File: src/rtl/core/cdw_pkg.sv
// Shared types and constants for the coupled digit wheel dialer.
package cdw_pkg;

  localparam logic OP_HOME = 1'b0;
  localparam logic OP_SHOW = 1'b1;

  localparam logic [31:0] DIV10_MUL   = 32'd52429;
  localparam int          DIV10_SHIFT = 19;
  localparam logic [15:0] TEN         = 16'd10;

  localparam int REC_SHIFT = 16;

  typedef enum logic [1:0] {
    F_IDLE,
    F_SPLIT,
    F_PUSH
  } front_state_t;

  typedef enum logic [2:0] {
    B_IDLE,
    B_HOME,
    B_ABOVE,
    B_OWN,
    B_DECIDE,
    B_DIAL,
    B_FINISH
  } back_state_t;

  typedef struct packed {
    logic        moved;
    logic        home_cmd;
    logic [15:0] step_target;
    logic        last;
  } cdw_result_t;

endpackage

File: src/rtl/core/cdw_if.sv
// Valid/ready channel interfaces for the dialer input and result streams.
interface cdw_in_if;
  logic        valid;
  logic        ready;
  logic        op;
  logic [15:0] number;

  modport source (output valid, output op, output number, input ready);
  modport sink (input valid, input op, input number, output ready);
endinterface

interface cdw_out_if;
  logic        valid;
  logic        ready;
  logic        moved;
  logic        home_cmd;
  logic [15:0] step_target;
  logic        last;

  modport source (output valid, output moved, output home_cmd, output step_target,
                  output last, input ready);
  modport sink (input valid, input moved, input home_cmd, input step_target,
                input last, output ready);
endinterface

File: src/rtl/core/coupled_digit_wheel_dialer.sv
// Top level of the coupled digit wheel dialer.
//
// Usage: commands arrive on in_ch (op 0 = home, op 1 = show number) and
// motor commands leave on out_ch, both valid/ready; a transaction moves
// when valid and ready are high at a rising clock edge.
// A home command yields one result with home_cmd set. A show command yields
// one result per wheel that must turn (moved set, step_target = position
// times STEPS_PER_SYMBOL), or a single no-move result; the final result of
// each command carries last.
// Work: the front end splits the number one digit per cycle through a
// reciprocal multiply for division by ten. For each wheel the back end
// uses one shared 8x16 multiplier for position modulo SYMBOLS_PER_WHEEL,
// then a decide step and, when the wheel must turn, a dial step; a home
// command needs no per-wheel steps.
// A two-entry queue lets the front end take the next command while the
// back end works. A dial result waits for the next dial or the finish step.
// Reset: all tracked wheel positions return to zero and the queue empties.
// When the receiver stalls, results wait in the output register and the
// back end holds; the front end and queue keep accepting until full.
module coupled_digit_wheel_dialer #(
  parameter int DIGIT_COUNT       = 4,
  parameter int SYMBOLS_PER_WHEEL = 10,
  parameter int STEPS_PER_SYMBOL  = 64
) (
  input  logic      clk,
  input  logic      rst_n,
  cdw_in_if.sink    in_ch,
  cdw_out_if.source out_ch
);

  localparam int QW = 4 * DIGIT_COUNT + 1;

  logic                 fq_valid;
  logic                 fq_ready;
  logic [QW-1:0]        fq_data;
  logic                 qb_valid;
  logic                 qb_ready;
  logic [QW-1:0]        qb_data;
  cdw_pkg::cdw_result_t res;

  cdw_front #(
    .DIGIT_COUNT (DIGIT_COUNT)
  ) u_front (
    .clk     (clk),
    .rst_n   (rst_n),
    .in_ch   (in_ch),
    .q_valid (fq_valid),
    .q_ready (fq_ready),
    .q_data  (fq_data)
  );

  cdw_queue #(
    .WIDTH (QW)
  ) u_queue (
    .clk       (clk),
    .rst_n     (rst_n),
    .in_valid  (fq_valid),
    .in_ready  (fq_ready),
    .in_data   (fq_data),
    .out_valid (qb_valid),
    .out_ready (qb_ready),
    .out_data  (qb_data)
  );

  cdw_back #(
    .DIGIT_COUNT       (DIGIT_COUNT),
    .SYMBOLS_PER_WHEEL (SYMBOLS_PER_WHEEL),
    .STEPS_PER_SYMBOL  (STEPS_PER_SYMBOL)
  ) u_back (
    .clk       (clk),
    .rst_n     (rst_n),
    .q_valid   (qb_valid),
    .q_ready   (qb_ready),
    .q_data    (qb_data),
    .out_valid (out_ch.valid),
    .out_ready (out_ch.ready),
    .out_data  (res)
  );

  assign out_ch.moved       = res.moved;
  assign out_ch.home_cmd    = res.home_cmd;
  assign out_ch.step_target = res.step_target;
  assign out_ch.last        = res.last;

endmodule

File: src/rtl/core/cdw_front.sv
// Front end: accepts commands and splits the number into decimal digits.
module cdw_front #(
  parameter int DIGIT_COUNT = 4
) (
  input  logic                     clk,
  input  logic                     rst_n,
  cdw_in_if.sink                   in_ch,
  output logic                     q_valid,
  input  logic                     q_ready,
  output logic [4*DIGIT_COUNT:0]   q_data
);

  localparam int IDX_W = (DIGIT_COUNT > 1) ? $clog2(DIGIT_COUNT) : 1;
  localparam logic [IDX_W-1:0] LAST_IDX = IDX_W'(DIGIT_COUNT - 1);

  cdw_pkg::front_state_t       state_r, state_nxt;
  logic                        op_r;
  logic [15:0]                 num_r;
  logic [IDX_W-1:0]            cnt_r;
  logic [DIGIT_COUNT-1:0][3:0] dig_r;

  logic [31:0] prod;
  logic [15:0] quot;
  logic [15:0] rem16;

  always_comb begin
    prod  = 32'(num_r) * cdw_pkg::DIV10_MUL;
    quot  = 16'(prod >> cdw_pkg::DIV10_SHIFT);
    rem16 = num_r - 16'(quot * cdw_pkg::TEN);
  end

  always_comb begin
    state_nxt = state_r;
    case (state_r)
      cdw_pkg::F_IDLE: begin
        if (in_ch.valid) begin
          state_nxt = (in_ch.op == cdw_pkg::OP_HOME) ? cdw_pkg::F_PUSH : cdw_pkg::F_SPLIT;
        end
      end
      cdw_pkg::F_SPLIT: begin
        if (cnt_r == LAST_IDX) begin
          state_nxt = cdw_pkg::F_PUSH;
        end
      end
      cdw_pkg::F_PUSH: begin
        if (q_ready) begin
          state_nxt = cdw_pkg::F_IDLE;
        end
      end
      default: state_nxt = cdw_pkg::F_IDLE;
    endcase
  end

  always_ff @(posedge clk) begin
    if (!rst_n) begin
      state_r <= cdw_pkg::F_IDLE;
    end else begin
      state_r <= state_nxt;
    end
  end

  always_ff @(posedge clk) begin
    if (state_r == cdw_pkg::F_IDLE && in_ch.valid) begin
      op_r  <= in_ch.op;
      num_r <= in_ch.number;
      cnt_r <= '0;
    end else if (state_r == cdw_pkg::F_SPLIT) begin
      dig_r[cnt_r] <= rem16[3:0];
      num_r        <= quot;
      cnt_r        <= cnt_r + 1'b1;
    end
  end

  assign in_ch.ready = (state_r == cdw_pkg::F_IDLE);
  assign q_valid     = (state_r == cdw_pkg::F_PUSH);
  assign q_data      = {op_r, dig_r};

endmodule

File: src/rtl/core/cdw_queue.sv
// Two-entry queue between the front end and the wheel sequencer.
module cdw_queue #(
  parameter int WIDTH = 17
) (
  input  logic             clk,
  input  logic             rst_n,
  input  logic             in_valid,
  output logic             in_ready,
  input  logic [WIDTH-1:0] in_data,
  output logic             out_valid,
  input  logic             out_ready,
  output logic [WIDTH-1:0] out_data
);

  logic [WIDTH-1:0] mem_r [2];
  logic             wr_ptr_r;
  logic             rd_ptr_r;
  logic [1:0]       count_r;
  logic             push;
  logic             pop;

  assign in_ready  = (count_r != 2'd2);
  assign out_valid = (count_r != 2'd0);
  assign push      = in_valid && in_ready;
  assign pop       = out_valid && out_ready;
  assign out_data  = mem_r[rd_ptr_r];

  always_ff @(posedge clk) begin
    if (!rst_n) begin
      wr_ptr_r <= 1'b0;
      rd_ptr_r <= 1'b0;
      count_r  <= 2'd0;
    end else begin
      if (push) begin
        wr_ptr_r <= ~wr_ptr_r;
      end
      if (pop) begin
        rd_ptr_r <= ~rd_ptr_r;
      end
      case ({push, pop})
        2'b10:   count_r <= count_r + 2'd1;
        2'b01:   count_r <= count_r - 2'd1;
        default: count_r <= count_r;
      endcase
    end
  end

  always_ff @(posedge clk) begin
    if (push) begin
      mem_r[wr_ptr_r] <= in_data;
    end
  end

endmodule

File: src/rtl/core/cdw_back.sv
// Back end: walks the digits, tracks wheel positions and emits step targets.
module cdw_back #(
  parameter int DIGIT_COUNT       = 4,
  parameter int SYMBOLS_PER_WHEEL = 10,
  parameter int STEPS_PER_SYMBOL  = 64
) (
  input  logic                   clk,
  input  logic                   rst_n,
  input  logic                   q_valid,
  output logic                   q_ready,
  input  logic [4*DIGIT_COUNT:0] q_data,
  output logic                   out_valid,
  input  logic                   out_ready,
  output cdw_pkg::cdw_result_t   out_data
);

  localparam int IDX_W = (DIGIT_COUNT > 1) ? $clog2(DIGIT_COUNT) : 1;
  localparam logic [IDX_W-1:0] TOP_IDX = IDX_W'(DIGIT_COUNT - 1);
  localparam logic [7:0]  SYM8   = 8'(SYMBOLS_PER_WHEEL);
  localparam logic [7:0]  SM1_8  = 8'(SYMBOLS_PER_WHEEL - 1);
  localparam logic [8:0]  SM1_9  = 9'(SYMBOLS_PER_WHEEL - 1);
  localparam logic [15:0] REC    = 16'((1 << cdw_pkg::REC_SHIFT) / SYMBOLS_PER_WHEEL);
  localparam logic [16:0] STEPS  = 17'(STEPS_PER_SYMBOL);

  cdw_pkg::back_state_t        state_r, state_nxt;
  logic [DIGIT_COUNT-1:0][3:0] dig_r;
  logic [IDX_W-1:0]            d_r;
  logic [DIGIT_COUNT-1:0][7:0] wheel_r;
  logic [7:0]                  x_r;
  logic [23:0]                 prod_r;
  logic [7:0]                  above_r;
  logic [7:0]                  base_r;
  logic [7:0]                  total_r;
  logic                        pend_valid_r;
  cdw_pkg::cdw_result_t        pend_r;
  logic                        out_valid_r;
  cdw_pkg::cdw_result_t        out_r;

  logic                        take;
  logic                        cap_prod;
  logic                        cap_above;
  logic                        cap_total;
  logic                        step_dn;
  logic                        pend_set;
  logic                        pend_clr;
  logic                        wheel_dial;
  logic                        wheel_home;
  logic                        out_load;
  cdw_pkg::cdw_result_t        out_load_val;
  logic                        out_free;

  logic [IDX_W-1:0]            rd_idx;
  logic [7:0]                  rd_val;
  logic [23:0]                 prod_nxt;
  logic [7:0]                  rem_x;
  logic [7:0]                  sym8;
  logic                        is_top;
  logic [7:0]                  tgt;
  logic [7:0]                  offs;
  logic [7:0]                  total_nxt;
  logic                        move;
  logic [DIGIT_COUNT-1:0][7:0] wheel_new;
  logic [16:0]                 step_full;

  function automatic logic [7:0] rem_of(input logic [7:0] x, input logic [23:0] p);
    logic [7:0] q;
    logic [7:0] r;
    q = p[23:16];
    r = x - 8'(16'(q) * 16'(SYM8));
    if (r >= SYM8) begin
      r = r - SYM8;
    end
    return r;
  endfunction

  assign out_free = !out_valid_r || out_ready;

  always_comb begin
    rd_idx   = (state_r == cdw_pkg::B_ABOVE) ? IDX_W'(d_r + 1'b1) : d_r;
    rd_val   = wheel_r[rd_idx];
    prod_nxt = 24'(rd_val) * 24'(REC);
  end

  always_comb begin
    rem_x  = rem_of(x_r, prod_r);
    sym8   = {4'b0000, dig_r[d_r]};
    is_top = (d_r == TOP_IDX);
    if (is_top) begin
      tgt = sym8;
    end else begin
      tgt = base_r + sym8;
      if (tgt < above_r) begin
        tgt = tgt + SYM8;
      end
    end
    offs = 8'(16'(SM1_8) * 16'(d_r));
    if (tgt < x_r) begin
      total_nxt = tgt;
    end else begin
      total_nxt = tgt + offs;
    end
    move = (rem_x != sym8) && (tgt != x_r);
  end

  always_comb begin
    logic [7:0] prev;
    logic [7:0] cur;
    wheel_new    = wheel_r;
    wheel_new[0] = total_r;
    for (int i = 1; i < DIGIT_COUNT; i++) begin
      prev = wheel_new[i-1];
      cur  = wheel_new[i];
      if (cur > prev) begin
        cur = prev;
      end
      if (({1'b0, cur} + SM1_9) < {1'b0, prev}) begin
        cur = prev - SM1_8;
      end
      wheel_new[i] = cur;
    end
    step_full = 17'(total_r) * STEPS;
  end

  always_comb begin
    state_nxt    = state_r;
    q_ready      = 1'b0;
    take         = 1'b0;
    cap_prod     = 1'b0;
    cap_above    = 1'b0;
    cap_total    = 1'b0;
    step_dn      = 1'b0;
    pend_set     = 1'b0;
    pend_clr     = 1'b0;
    wheel_dial   = 1'b0;
    wheel_home   = 1'b0;
    out_load     = 1'b0;
    out_load_val = '0;
    case (state_r)
      cdw_pkg::B_IDLE: begin
        q_ready = 1'b1;
        if (q_valid) begin
          take      = 1'b1;
          state_nxt = (q_data[4*DIGIT_COUNT] == cdw_pkg::OP_HOME) ?
                      cdw_pkg::B_HOME : cdw_pkg::B_OWN;
        end
      end
      cdw_pkg::B_HOME: begin
        if (out_free) begin
          out_load              = 1'b1;
          out_load_val.home_cmd = 1'b1;
          out_load_val.last     = 1'b1;
          wheel_home            = 1'b1;
          state_nxt             = cdw_pkg::B_IDLE;
        end
      end
      cdw_pkg::B_ABOVE: begin
        cap_prod  = 1'b1;
        state_nxt = cdw_pkg::B_OWN;
      end
      cdw_pkg::B_OWN: begin
        cap_above = 1'b1;
        cap_prod  = 1'b1;
        state_nxt = cdw_pkg::B_DECIDE;
      end
      cdw_pkg::B_DECIDE: begin
        if (move) begin
          cap_total = 1'b1;
          state_nxt = cdw_pkg::B_DIAL;
        end else if (d_r == '0) begin
          state_nxt = cdw_pkg::B_FINISH;
        end else begin
          step_dn   = 1'b1;
          state_nxt = cdw_pkg::B_ABOVE;
        end
      end
      cdw_pkg::B_DIAL: begin
        if (!pend_valid_r || out_free) begin
          if (pend_valid_r) begin
            out_load     = 1'b1;
            out_load_val = pend_r;
          end
          pend_set   = 1'b1;
          wheel_dial = 1'b1;
          if (d_r == '0) begin
            state_nxt = cdw_pkg::B_FINISH;
          end else begin
            step_dn   = 1'b1;
            state_nxt = cdw_pkg::B_ABOVE;
          end
        end
      end
      cdw_pkg::B_FINISH: begin
        if (out_free) begin
          out_load = 1'b1;
          if (pend_valid_r) begin
            out_load_val = pend_r;
          end
          out_load_val.last = 1'b1;
          pend_clr          = 1'b1;
          state_nxt         = cdw_pkg::B_IDLE;
        end
      end
      default: state_nxt = cdw_pkg::B_IDLE;
    endcase
  end

  always_ff @(posedge clk) begin
    if (!rst_n) begin
      state_r      <= cdw_pkg::B_IDLE;
      wheel_r      <= '0;
      pend_valid_r <= 1'b0;
      out_valid_r  <= 1'b0;
    end else begin
      state_r <= state_nxt;
      if (wheel_home) begin
        wheel_r <= '0;
      end else if (wheel_dial) begin
        wheel_r <= wheel_new;
      end
      if (pend_set) begin
        pend_valid_r <= 1'b1;
      end else if (pend_clr) begin
        pend_valid_r <= 1'b0;
      end
      if (out_load) begin
        out_valid_r <= 1'b1;
      end else if (out_ready) begin
        out_valid_r <= 1'b0;
      end
    end
  end

  always_ff @(posedge clk) begin
    if (take) begin
      dig_r <= q_data[4*DIGIT_COUNT-1:0];
      d_r   <= TOP_IDX;
    end else if (step_dn) begin
      d_r <= d_r - 1'b1;
    end
    if (cap_prod) begin
      x_r    <= rd_val;
      prod_r <= prod_nxt;
    end
    if (cap_above) begin
      above_r <= x_r;
      base_r  <= x_r - rem_of(x_r, prod_r);
    end
    if (cap_total) begin
      total_r <= total_nxt;
    end
    if (pend_set) begin
      pend_r.moved       <= 1'b1;
      pend_r.home_cmd    <= 1'b0;
      pend_r.step_target <= step_full[15:0];
      pend_r.last        <= 1'b0;
    end
    if (out_load) begin
      out_r <= out_load_val;
    end
  end

  assign out_valid = out_valid_r;
  assign out_data  = out_r;

endmodule

File: src/flat_wrapper.sv
// flat-port wrapper written by rule: the top's interface ports become plain ports
module coupled_digit_wheel_dialer_flat 
#(
  parameter int DIGIT_COUNT       = 4,
  parameter int SYMBOLS_PER_WHEEL = 10,
  parameter int STEPS_PER_SYMBOL  = 64
)
  (clk, rst_n, in_ch_valid, in_ch_op, in_ch_number, in_ch_ready, out_ch_valid, out_ch_moved, out_ch_home_cmd, out_ch_step_target, out_ch_last, out_ch_ready);
  cdw_in_if in_ch_i ();
  cdw_out_if out_ch_i ();
  input  logic clk;
  input  logic rst_n;
  input wire logic [$bits(in_ch_i.valid)-1:0] in_ch_valid;
  input wire logic [$bits(in_ch_i.op)-1:0] in_ch_op;
  input wire logic [$bits(in_ch_i.number)-1:0] in_ch_number;
  output wire logic [$bits(in_ch_i.ready)-1:0] in_ch_ready;
  output wire logic [$bits(out_ch_i.valid)-1:0] out_ch_valid;
  output wire logic [$bits(out_ch_i.moved)-1:0] out_ch_moved;
  output wire logic [$bits(out_ch_i.home_cmd)-1:0] out_ch_home_cmd;
  output wire logic [$bits(out_ch_i.step_target)-1:0] out_ch_step_target;
  output wire logic [$bits(out_ch_i.last)-1:0] out_ch_last;
  input wire logic [$bits(out_ch_i.ready)-1:0] out_ch_ready;
  assign in_ch_i.valid = in_ch_valid;
  assign in_ch_i.op = in_ch_op;
  assign in_ch_i.number = in_ch_number;
  assign in_ch_ready = in_ch_i.ready;
  assign out_ch_valid = out_ch_i.valid;
  assign out_ch_moved = out_ch_i.moved;
  assign out_ch_home_cmd = out_ch_i.home_cmd;
  assign out_ch_step_target = out_ch_i.step_target;
  assign out_ch_last = out_ch_i.last;
  assign out_ch_i.ready = out_ch_ready;
  coupled_digit_wheel_dialer #(.DIGIT_COUNT(DIGIT_COUNT), .SYMBOLS_PER_WHEEL(SYMBOLS_PER_WHEEL), .STEPS_PER_SYMBOL(STEPS_PER_SYMBOL)) u_core (.clk(clk), .rst_n(rst_n), .in_ch(in_ch_i), .out_ch(out_ch_i));
endmodule
File: config.mk
export PLATFORM = sky130hd
export DESIGN_NAME = coupled_digit_wheel_dialer_flat
export DESIGN_NICKNAME = d
export VERILOG_FILES = /design/src/rtl/core/cdw_pkg.sv /design/src/rtl/core/cdw_if.sv /design/src/rtl/core/coupled_digit_wheel_dialer.sv /design/src/rtl/core/cdw_front.sv /design/src/rtl/core/cdw_queue.sv /design/src/rtl/core/cdw_back.sv /design/src/flat_wrapper.sv
export SDC_FILE = /design/constraint.sdc
export NUM_CORES = 1
export LEC_CHECK = 0
export BUFFER_PORTS_ARGS = -buffer_cell sky130_fd_sc_hd__buf_2
export CORE_MARGIN = 4
export CORE_UTILIZATION = 63
export CTS_BUF_LIST = sky130_fd_sc_hd__clkbuf_4 sky130_fd_sc_hd__clkbuf_8 sky130_fd_sc_hd__clkbuf_16
export CTS_CLUSTER_SIZE = 25
export DETAILED_ROUTE_END_ITERATION = 16
export PLACE_DENSITY = 0.84
export SYNTH_ARGS = -nofsm -noshare
export SYNTH_HDL_FRONTEND = slang
export SYNTH_SLANG_ARGS = --single-unit
File: constraint.sdc
create_clock -name clk -period 16.4 [get_ports clk]
set_clock_uncertainty 0.1 [all_clocks]
set_input_delay 1.64 -clock clk [delete_from_list [all_inputs] [get_ports clk]]
set_output_delay 1.64 -clock clk [all_outputs]
set_load 0.005 [all_outputs]
==> flow_summary.json <==
{
  "max_stage_delay_ns": 0.51,
  "antenna_found_initial": 0,
  "slew_headroom": 0.2724,
  "postCtsHoldBufs": 0,
  "worstSetupPathType": "register to register",
  "yosysTopAreaCellShare": 0.2441,
  "die_y_um": 172.2,
  "route.detailed.drc": 0,
  "drt-pass1-iter-count": 7,
  "holdPathEnd": "u_core.u_queue.mem_r[1][7]",
  "ys_seq_area_frac": 0.3007,
  "synth_area_per_cell_um2": 10.26,
  "async_reset_ff_frac": 0,
  "drive_gt1_frac": 0.09657,
  "synth_cell_types": 85,
  "status": "complete, no violations",
  "cts_tree": "built",
  "layout_common_cells": "ha_1, inv_1, edfxtp_1",
  "fin_nets": 2100,
  "grt-ovfl-total": 0,
  "coreArea_um2": 26280,
  "pre_cts_ws_ns": 0.3649,
  "whs_ns": 0.3466,
  "worstReg2RegEnd": "u_core.u_back.wheel_r[31]",
  "synth_top_cell_by_area": "edfxtp_1",
  "grt_pass1_vias": 12630,
  "insertion_delay_ns": 0.44,
  "hp-class": "register to register",
  "post_drt_via_cell_ratio": 6.001,
  "cp_max_fo": 16,
  "final_hold_viol_count": 0,
  "setup-violations-final": 0,
  "grt_pass1_wl_um": 62520,
  "synth_seq_cells": 186,
  "cts-htree-levels": 4,
  "crit_arrival_ns": 15.61,
  "clkTransAtPathRegs_ns": 0.08,
  "area_growth_pct": 7.362,
  "postRouteAntennaNets": 0,
  "ioPinCount": 42,
  "drt_iter0_drc": 916,
  "wl_per_cell_um": 18.50,
  "min_path_cells": 0,
  "initial_core_util": 0.6460,
  "crit_path_frequent_cell": "ha_1",
  "cts_buffer_depth": 2,
  "wl_um": 38010,
  "fmax_mhz": 64.95,
  "synth_ff_type": "edfxtp_1",
  "rrSetupSlack_ns": 1.00,
  "timing.rr.start": "u_core.u_back.total_r[6]",
  "synthesis.area_um2": 16980,
  "rows": 59,
  "drv_slew": 0,
  "worst_slack_ns": 1.003,
  "syn_inst": 1655,
  "synth-edff-count": 138,
  "r2r_cells": 73,
  "design.die.area_um2": 29640,
  "mostFrequentLayoutCell": "ha_1",
  "min_period_ns": 15.40,
  "dp.final_hpwl_um": 29820,
  "synth_area_leaders": "edfxtp_1, ha_1, fa_1, dfxtp_1, inv_1",
  "fin_crit_sh": 0.9389,
  "grt_max_degree": 45,
  "yosys_warnings": 0,
  "start_kind": "register",
  "startpoint": "u_core.u_back.total_r[6]",
  "cts_num_sinks": 186,
  "worst_pin_slew_ns": 1.089,
  "crit_required_ns": 16.61,
  "cts_buffers": 17,
  "grt_usage": 0.2663,
  "cap_violations": 0,
  "numPortBuffers": 33,
  "route.vias.total": 12330,
  "clockRootBuffer": "clkbuf_16",
  "fp.dieW_um": 172.2,
  "min-delay-start": "u_core.u_front.q_data[7]",
  "slowest_stage": "or4_1",
  "place_congestion": 0.9754,
  "crit_path_end_kind": "register"
}
-- metrics by stage --
step                      TNS [ns]  cells  cell area, um^2  utilization
after global routing       -0.1600   2054            18230       0.6935
final                            0   2055            18230       0.6936
after detailed placement         0   2008            17500       0.6658
after CTS                        0   2040            18080       0.6879
after global placement           0   2008            17500       0.6658
after floorplan                  0   1663            17010            -
-- registers in the layout, indices dropped and copies added, names as in the netlist, 3 cells and up, named ones only --
register,count
u_core.u_back.state_r,3
u_core.u_back.dig_r,16
u_core.u_back.x_r,8
u_core.u_back.pend_r,8
u_core.u_back.above_r,8
u_core.u_back.wheel_r,32
u_core.u_front.num_r,16
u_core.u_back.out_data,11
u_core.u_queue.mem_r,34
u_core.u_back.base_r,7
u_core.u_back.prod_r,5
u_core.u_front.q_data,16
u_core.u_back.total_r,8
-- how the worst max path moves through the flow --
stage	to	slack (ns)	depth (start not counted)
final	u_core.u_back.wheel_r[31]	1.00	73
after global routing	u_core.u_back.wheel_r[30]	-0.07	75
after CTS	u_core.u_back.wheel_r[31]	0.31	73
after detailed placement	u_core.u_back.wheel_r[31]	0.36	73
after global placement	u_core.u_back.wheel_r[31]	0.99	73
after floorplan	u_core.u_back.wheel_r[31]	1.95	80
-- cell usage after synthesis, types with 12 or more instances --
cell type	count
nor2b_1	21
nor2_1	89
o21a_1	16
clkbuf_1	20
xnor2_1	64
inv_1	241
nor3_1	27
nand2_1	114
xor2_1	26
dfxtp_1	48
mux2i_1	14
and2_1	21
ha_1	273
a21o_1	38
mux4_2	12
nand2b_1	19
fa_1	100
and3_1	13
edfxtp_1	138
o21ai_0	51
nand3_1	20
mux2_2	25
a21oi_1	89
-- worst max-delay path, delay by kind of cell, from the launching register on --
family / cells / cell delay [ns]
flip-flops: 1 / 0.46
AND/OR/NAND/NOR: 23 / 5.17
buffers and inverters: 6 / 0.85
multiplexers: 3 / 0.80
AO/OA/AOI/OAI: 30 / 5.29
adder cells (fa/ha/maj): 8 / 2.22
XOR/XNOR: 3 / 0.39
-- layer usage --
| layer | global-route usage | part of all wire |
|---|---|---|
| met3 | 0.04184 | 0.066 |
| met1 | 0.3404 | 0.41 |
| met4 | 0.08442 | 0.027 |
| met2 | 0.4668 | 0.50 |
| met5 | 0 | 0 |
-- cell type report --
class                      count  area, um^2
antenna                        1       2.502
clock buffer                  18       432.9
clock inverter                14       147.6
fill                        1844        8053
inverter                     244       919.6
multi-input combinational   1196       10810
sequential                   186        5105
tap                          335       419.2
timing repair buffer          61       387.9
-- cells by family after synthesis --
kind of cell	after synthesis	synth area share
simple gates	377	0.1093
fa+ha+maj	374	0.3197
flops	186	0.3007
buf+inv	281	0.06566
compound gates	291	0.1143
mux	55	0.04370
xor+xnor	90	0.04643
other cells	1	0.0002209
-- what timing repair did --
action	CTS	global route
gates resized for setup	0	11
setup buffers	0	14
setup endpoints to repair	0	8
Power is not shown: default switching activity piles up to over one toggle a cycle in this logic, so the estimate is an artifact.
